[src/design/chained_hash_flow_table_top_macros.svh]
// ----------------------------------------------------------------------------
// Assertion macros for the chained hash flow table
// Clocked on clk, disabled while rst_n is low.
// ----------------------------------------------------------------------------
`ifndef CHAINED_HASH_FLOW_TABLE_TOP_MACROS_SVH
`define CHAINED_HASH_FLOW_TABLE_TOP_MACROS_SVH

// same-cycle implication
`define CHFT_ASSERT_NOW(lbl, ante, cons, msg) \
  lbl: assert property (@(posedge clk) disable iff (!rst_n) (ante) |-> (cons)) else $error(msg);

// next-cycle implication
`define CHFT_ASSERT_NEXT(lbl, ante, cons, msg) \
  lbl: assert property (@(posedge clk) disable iff (!rst_n) (ante) |=> (cons)) else $error(msg);

`endif

[src/design/chft_ram.sv]
// ----------------------------------------------------------------------------
// chft_ram
// Generic single-write, single-read RAM with registered read data.
// ----------------------------------------------------------------------------
`timescale 1ns / 1ps
`default_nettype none
module chft_ram #(
  parameter int unsigned WIDTH = 8,
  parameter int unsigned DEPTH = 16,
  localparam int unsigned AW = (DEPTH > 1) ? $clog2(DEPTH) : 1
) (
  input  wire logic             clk,
  input  wire logic             we,
  input  wire logic [AW-1:0]    waddr,
  input  wire logic [WIDTH-1:0] wdata,
  input  wire logic [AW-1:0]    raddr,
  output logic      [WIDTH-1:0] rdata
);
  logic [WIDTH-1:0] mem [DEPTH];

  always_ff @(posedge clk) begin
    if (we) begin
      mem[waddr] <= wdata;
    end
    rdata <= mem[raddr];
  end
endmodule
`default_nettype wire

[config.mk]
export PLATFORM = sky130hd
export DESIGN_NAME = chft_ram
export DESIGN_NICKNAME = d
export VERILOG_FILES = /design/src/design/chained_hash_flow_table_top_macros.svh /design/src/design/chft_ram.sv
export SDC_FILE = /design/constraint.sdc
export NUM_CORES = 1
export LEC_CHECK = 0
export ABC_AREA = 0
export ABC_CLOCK_PERIOD_IN_PS = 1700
export BUFFER_PORTS_ARGS = -buffer_cell sky130_fd_sc_hd__buf_4
export CAP_MARGIN = 10
export CORE_MARGIN = 5
export CORE_UTILIZATION = 33
export CTS_CLUSTER_SIZE = 14
export DETAILED_ROUTE_END_ITERATION = 8
export GPL_TIMING_DRIVEN = 1
export SYNTH_ARGS = -nofsm -noshare
export SYNTH_HDL_FRONTEND = slang
export SYNTH_SLANG_ARGS = --single-unit
[constraint.sdc]
create_clock -name clk -period 1.7 [get_ports clk]
set_input_delay 0.085 -clock clk [delete_from_list [all_inputs] [get_ports clk]]
set_output_delay 0.085 -clock clk [all_outputs]
set_load 0.01 [all_outputs]
==> results of run 1 <==
## cell usage after synthesis, drive strengths merged
cell           number
nand2               9
or3b                1
and2b               1
edfxtp            128
nor2b               1
nor3                4
nand3b              2
buf                 7
clkdlybuf4s25       3
and2                1
dfxtp               8
nand3               1
nor2               13
nand2b              2
a22oi              16
mux4               32
## where the power goes
group | total [mW] | switching, mW | internal [mW] | leakage (nW)
clock | 3.06 | 1.24 | 1.82 | 0.237
combinational | 0.399 | 0.206 | 0.193 | 0.654
sequential | 3.77 | 0.0214 | 3.75 | 1.22
total | 7.23 | 1.47 | 5.76 | 2.11
## layout make-up
class,instances,area (µm²)
fillers,1331,8960
flip-flops and latches,136,4000
multi-input cells,83,1060
repair buffers,55,470
clock buffers,20,437
well taps,211,264
clock inverters,12,61.3
## state kept, by name, summed over array words and instances, names as in the netlist
signal / count
mem: 128
rdata: 8
## cells by family after synthesis
| family | share of synthesized area, % |
|---|---|
| compound gates | 2.33 |
| buf+inv | 1.68 |
| flops | 77.8 |
| mux | 15.0 |
| simple gates | 3.18 |
## timing repair
action                                 4_1_cts  5_1_grt
resized for setup                            0        0
endpoints found under the hold margin      128        0
hold buffers                                 8        0
## how the worst max path moves through the flow
| stage | to | cells after the start |
|---|---|---|
| floorplan | mem[0][0]$_DFFE_PP_ | 2 |
| global placement | rdata[1]$_DFF_P_ | 5 |
| detailed placement | rdata[0]$_DFF_P_ | 5 |
| CTS | rdata[0]$_DFF_P_ | 3 |
| global route | rdata[1]$_DFF_P_ | 3 |
| finish | rdata[1]$_DFF_P_ | 3 |
## stage by stage
step	setup WS [ns]	area [µm²]	hold WS (ns)
CTS	0.309	6290	0.152
detailed placement	0.189	5720	0.403
finish	0.325	6290	0.178
global route	0.234	6290	0.176
global placement	0.213	5720	0.389
floorplan	0.122	5150	0.184
## metal layers
layer / part of all wire (%) / up-vias / global-route usage, %
met2: 47 / 60 / 16.7
met3: 4.9 / 17 / 3.65
met1: 47 / 1209 / 16.0
li1: - / 1100 / -
met5: 0 / - / 0
met4: 1.8 / 0 / 5.09
## tightest hold or removal path, stage by stage
cell	delay [ns]
buf_4	0.12
nor3_1	0.07
buf_4	0.14
==> impl_metrics.tcl, run 1 <==
set metrics [dict create \
    start_util_pct 33.7 \
    final_max_slew_viol_count 0 \
    dieArea_um2 18200 \
    place_congestion 0.687 \
    status "finished clean" \
    n_antenna_cell 0 \
    syn_area_um2 5150 \
    cts_setup_buffers 0 \
    drt-initial-drc-count 236 \
    leakage_nw 2.11 \
    min_from "waddr[1]" \
    drive_gt1_share_pct 29.4 \
    rr_worst_depth 3 \
    avgSynthCellArea_um2 22.5 \
    irDropWorstVdd_mv 0.737 \
    htreeDepth 4 \
    dpl.hpwl_um 6310 \
    startpoint "mem[5][1]$_DFFE_PP_" \
    numCtsBuffers 17 \
    clk_pin_slew_ns 0.06 \
    r2r_end "rdata[1]$_DFF_P_" \
    clockBufferDepth 2 \
    path_buf_inv 0 \
    grtUsageTotal_pct 11.5 \
    post_drt_wl_per_cell_um 18.5 \
    grt_pass1_vias 2474 \
    syn_inst 229 \
    start_kind "register" \
    crit-reg2reg-launch "mem[5][1]$_DFFE_PP_" \
    cts_tree "done" \
    antenna_found_initial 0 \
    synth.area.top_cells "edfxtp_1 75%, mux4_2 7.9%, mux4_1 7.1%, dfxtp_1 3.1%, a22oi_1 2.3%" \
    grt_pass1_wl_um 14900 \
    drtAntennaViolNets 0 \
    timing.slew.headroom_pct 74.2 \
    ys_seq_area_share_pct 77.8 \
    cpLargestDelayFamily "multiplexers" \
    clock_latency_ns 0.41 \
    worst_slew_pin_slew_ns 0.387 \
    worstPathCellList "mux4_1 -> a22oi_1 -> nand2_1" \
    num_rows 45 \
    reg2reg_setup_slack_ns 0.32 \
    p_per_area_nw_per_um2 1150 \
    area_growth_pct 22.3 \
    totalWireLength_um 9550 \
    placedCellCount 477 \
    max_freq_mhz 727 \
    hold_depth 3 \
    crit_slowest_cell "mux4_1" \
    root_buffer "clkbuf_16" \
    ys_ff_latch 136 \
    required_ns 1.99 \
    total_power_mw 7.23 \
    port_buffers 25 \
    hp-class "input port to register" \
    drc_errors 0 \
    hold_viol_final 0 \
    layout.nets 311 \
    hold_path_end "mem[4][3]$_DFFE_PP_" \
    yosysTopAreaCell "edfxtp_1" \
    die_x_um 135 \
    fin_util_pct 41.2 \
    layout_min_cycle_time_ns 1.38 \
    synth_top_cell_area_share_pct 74.7 \
    viasPerCell 4.62 \
    die_h_um 135 \
    cp.arrival_ns 1.67 \
    fp.coreArea_um2 15300 \
    final_common_cell "edfxtp_1" \
    fin_skew_ns 0.00571 \
    ys_warn_count 0 \
    critPathMaxFanout 1 \
    fin_setup_tns_ns 0 \
    instances_no_fill 517 \
    fin_crit_sh_pct 80.9 \
    critPathMaxStageDelay_ns 0.54 \
    rsz0062_at_grt "no" \
    syn-num-nets 247 \
    grt-ovfl-total 0 \
    mostFrequentLayoutCells "128 x edfxtp_1, 44 x buf_4, 18 x mux4_2" \
    setup_violations 0 \
    cts_sinks 136 \
    vias 2386 \
    end_kind "register" \
    grt_max_degree 19 \
    dr.pass1.iters 4 \
    synthDistinctLibCells 19 \
    critPathKind "register to register" \
    drv_cap 0 \
    io_pins 26 \
]
No activity file was read; power rests on OpenSTA's default activity.
==> run 2, diff against run 1 <==
Settings changed: ABC_CLOCK_PERIOD_IN_PS 1700 to 1300.
Clock period 1.7 ns to 1.3 ns, I/O delays scaled along.
==> run 2 against run 1 <==
Against the previous run:
- worst hold slack improved by 0.0056 ns
- largest power group unchanged
- critical path type unchanged
- highest routed layer unchanged
- die area unchanged
- maximum frequency increased by 7.6%
- critical path depth unchanged
==> impl_metrics.tcl, run 2 (synthesized netlist as in run 1, its figures left out) <==
set metrics [dict create \
    hp-class "input port to register" \
    antenna_found_initial 0 \
    area_growth_pct 26.3 \
    num_rows 45 \
    hold_depth 3 \
    rr_worst_depth 3 \
    startpoint "mem[4][2]$_DFFE_PP_" \
    mostFrequentLayoutCells "128 x edfxtp_1, 50 x buf_4, 24 x mux4_2" \
    irDropWorstVdd_mv 0.869 \
    dpl.hpwl_um 6930 \
    worst_slew_pin_slew_ns 1.06 \
    leakage_nw 2.20 \
    io_pins 26 \
    numCtsBuffers 17 \
    clock_latency_ns 0.41 \
    drt-initial-drc-count 224 \
    reg2reg_setup_slack_ns 0.02 \
    vias 2511 \
    top_regs "mem: 128 flops, rdata: 8 flops" \
    grt_max_degree 19 \
    postPlaceCellArea_um2 5810 \
    grt_pass1_wl_um 16300 \
    cts_tree "done" \
    grt-ovfl-total 0 \
    die_x_um 135 \
    grt_pass1_vias 2703 \
    fp.coreArea_um2 15300 \
    drive_gt1_share_pct 37.3 \
    r2r_end "rdata[2]$_DFF_P_" \
    die_h_um 135 \
    hold_path_end "mem[4][5]$_DFFE_PP_" \
    multi_input_area_um2 1080 \
    rsz0062_at_grt "yes" \
    worstPathCellList "mux4_1 -> a22oi_1 -> nand2_1" \
    path_buf_inv 0 \
    cts_setup_buffers 0 \
    largest-register "mem" \
    clk_pin_slew_ns 0.06 \
    cts_sinks 136 \
    critPathMaxFanout 1 \
    layout.nets 319 \
    required_ns 1.59 \
    fin_crit_sh_pct 98.3 \
    start_kind "register" \
    setup_violations 0 \
    layout_min_cycle_time_ns 1.28 \
    root_buffer "clkbuf_16" \
    htreeDepth 4 \
    n_antenna_cell 0 \
    end_kind "register" \
    final_common_cell "edfxtp_1" \
    drc_errors 0 \
    p_per_area_nw_per_um2 1590 \
    crit-reg2reg-launch "mem[4][2]$_DFFE_PP_" \
    cpLargestDelayFamily "multiplexers" \
    hold_viol_final 0 \
    critPathMaxStageDelay_ns 0.51 \
    finish.instance_area_um2 6500 \
    post_drt_wl_per_cell_um 20.0 \
    seq_area_um2 4000 \
    fill_cells 1332 \
    drv_cap 0 \
    port_buffers 25 \
    dr.pass1.iters 7 \
    timing.slew.headroom_pct 29.1 \
    max_freq_mhz 783 \
    cp.arrival_ns 1.57 \
    min_from "waddr[0]" \
    start_util_pct 33.7 \
    drtAntennaViolNets 0 \
    status "finished clean" \
    fin_skew_ns 0.00687 \
    place_congestion 0.768 \
    largest_register_ffs 128 \
    dieArea_um2 18200 \
    viasPerCell 4.78 \
    critPathKind "register to register" \
    final_max_slew_viol_count 0 \
    total_power_mw 10.3 \
    totalWireLength_um 10500 \
    grtUsageTotal_pct 12.5 \
    holdWs_ns 0.184 \
    crit_slowest_cell "mux4_1" \
    clockBufferDepth 2 \
]
[run 2: worst register-to-register path, delay by kind of cell, from the launching register on]
family             cells  cell delay, ns
AOI/OAI and AO/OA      1            0.16
DFF                    1            0.41
and+or+nand+nor        1            0.08
muxes                  1            0.51
[run 2: worst max-delay path by stage]
stage                                     end  slack (ns)  cells after the start
after global placement       rdata[1]$_DFF_P_       -0.09                      5
after CTS                    rdata[7]$_DFF_P_       0.004                      3
after global routing         rdata[7]$_DFF_P_       -0.02                      3
after floorplan           mem[3][0]$_DFFE_PP_       -0.03                      2
final                        rdata[2]$_DFF_P_        0.02                      3
after detailed placement     rdata[5]$_DFF_P_       -0.11                      5
[run 2: routing by layer]
layer / vias up / track usage, % / wire length (µm) / part of all wire (%)
met3: 4 / 4.51 / 645 / 6.1
met2: 67 / 19.0 / 5100 / 49
met4: 0 / 3.56 / 49 / 0.47
met1: 1332 / 16.9 / 4710 / 45
li1: 1108 / - / - / -
met5: - / 0 / 0 / 0
[run 2: layout make-up]
class                      instances  share of cell area (%)
multi-input combinational         83                    16.6
sequential                       136                    61.6
timing repair buffer              63                    8.54
clock buffer                      24                    7.41
clock inverter                     8                    1.83
tap                              211                    4.06
[run 2: timing repair]
action,4_1_cts,5_1_grt
setup endpoints to repair,4,7
gates resized for setup,4,10
endpoints found under the hold margin,128,0
pin swaps,1,4
hold buffers,8,0
[run 2: report_power, final]
group / internal, mW / leakage, nW / switching, mW
Combinational: 0.280 / 0.683 / 0.282
Sequential: 4.90 / 1.22 / 0.0349
Clock: 3.16 / 0.298 / 1.65
[run 2: per-stage QoR]
| stage | setup TNS [ns] | worst slack, ns | instances | utilization (%) |
|---|---|---|---|---|
| floorplan | -0.863 | -0.0311 | 229 | - |
| global route | -0.0638 | -0.0226 | 525 | 42.6 |
| global placement | -1.67 | -0.0939 | 485 | 38.0 |
| CTS | 0 | 0.00404 | 525 | 42.6 |
| detailed placement | -2.72 | -0.111 | 485 | 38.0 |
| finish | 0 | 0.0222 | 525 | 42.6 |
==> run 3, diff against run 2 <==
Settings changed: MAX_ROUTING_LAYER from default to met4.
==> run 3 against run 2 <==
Against the previous run:
- utilization did not move
- critical path depth is the same
- power about the same
- combinational power about the same
- worst setup slack better by 0.0054 ns
- worst hold slack improved by 0.0074 ns
- register-to-register slack barely moved
- critical path type unchanged
- critical endpoint unchanged
- highest routed layer unchanged
==> impl_metrics.tcl, run 3 (synthesized netlist as in run 1, its figures left out) <==
set metrics [dict create \
    layout.nets 319 \
    layout_min_cycle_time_ns 1.27 \
    leakage_nw 2.20 \
    mostFrequentLayoutCells "128 x edfxtp_1, 50 x buf_4, 24 x mux4_2" \
    met2_length_um 4980 \
    status "finished clean" \
    drt-met1-wl_um 4710 \
    p_per_area_nw_per_um2 1580 \
    timing.slew.headroom_pct 32.4 \
    end_kind "register" \
    grtUsageTotal_pct 12.8 \
    fin_setup_tns_ns 0 \
    numCtsBuffers 17 \
    cts_setup_buffers 0 \
    setup_violations 0 \
    finish.instance_area_um2 6500 \
    drc_errors 0 \
    grt_pass1_vias 2695 \
    fin_util_pct 42.6 \
    hold_viol_final 0 \
    die_h_um 135 \
    highest_layer "met4" \
    final_common_cell "edfxtp_1" \
    start_kind "register" \
    max_freq_mhz 786 \
    holdWs_ns 0.191 \
    drive_gt1_share_pct 37.3 \
    start_util_pct 33.7 \
    largest-register "mem" \
    postPlaceCellArea_um2 5810 \
    grt_pass1_wl_um 16300 \
    io_pins 26 \
    final_max_slew_viol_count 0 \
    totalWireLength_um 10500 \
    rsz0062_at_grt "yes" \
    port_buffers 25 \
    place_congestion 0.778 \
    n_antenna_cell 0 \
    vias 2509 \
    placedCellCount 485 \
    cts_tree "done" \
    drtAntennaViolNets 0 \
    dr.pass1.iters 5 \
    grt-ovfl-total 0 \
    fin_crit_sh_pct 97.9 \
    instances_no_fill 525 \
    post_drt_wl_per_cell_um 19.9 \
    grt_max_degree 19 \
    fp.coreArea_um2 15300 \
    required_ns 1.59 \
    clk_pin_slew_ns 0.06 \
    antenna_found_initial 0 \
    cp.arrival_ns 1.56 \
    fin_skew_ns 0.00550 \
    critPathKind "register to register" \
    dpl.hpwl_um 6930 \
    drt-initial-drc-count 253 \
    largest_register_ffs 128 \
    worst_slew_pin_slew_ns 1.01 \
    dieArea_um2 18200 \
    dp_slack_ns -0.111 \
    root_buffer "clkbuf_16" \
    irDropWorstVdd_mv 0.867 \
    dr_wl_met3_um 669 \
    num_rows 45 \
    layout_setup_ws_ns 0.0276 \
    critPathMaxFanout 1 \
    area_growth_pct 26.3 \
    clockBufferDepth 2 \
    total_power_mw 10.3 \
    hp-class "input port to register" \
    htreeDepth 4 \
    clock_latency_ns 0.40 \
    cts_sinks 136 \
    viasPerCell 4.78 \
    die_x_um 135 \
    top_regs "mem: 128 flops, rdata: 8 flops" \
    drv_cap 0 \
]
-- run 3: final timing paths --
| path | from | end | slack (ns) | cells after the start |
|---|---|---|---|---|
| max | mem[4][2]$_DFFE_PP_ | rdata[2]$_DFF_P_ | 0.03 | 3 |
| min | waddr[0] | mem[4][4]$_DFFE_PP_ | 0.19 | 3 |
| max reg2reg | mem[4][2]$_DFFE_PP_ | rdata[2]$_DFF_P_ | 0.03 | 3 |
| min reg2reg | mem[12][3]$_DFFE_PP_ | rdata[3]$_DFF_P_ | 0.67 | 3 |
-- run 3: layout make-up --
class	count	area, µm²
Timing Repair Buffer	63	556
Sequential cell	136	4000
Clock buffer	24	482
Tap cell	211	264
Multi-Input combinational cell	83	1080
Clock inverter	8	119
Fill cell	1332	8750
-- run 3: timing repair --
action | CTS | global route
pin swaps | 1 | 4
gates resized for setup | 4 | 10
endpoints found under the setup margin | 4 | 7
hold endpoints to repair | 128 | 0
hold buffers | 8 | 0
-- run 3: critical path, stage by stage, from the launching register on --
cell	delay, ns
edfxtp_1	0.41
mux4_1	0.51
a22oi_1	0.16
nand2_1	0.08
-- run 3: routing by layer --
metal / GRT usage [%] / vias up
li1: - / 1108
met2: 18.9 / 77
met3: 3.80 / 9
met4: 4.41 / 0
met1: 17.0 / 1315
met5: - / -
-- run 3: power breakdown --
| part | switching (mW) | internal [mW] |
|---|---|---|
| Sequential | 0.0350 | 4.90 |
| Combinational | 0.282 | 0.280 |
| Clock | 1.65 | 3.16 |
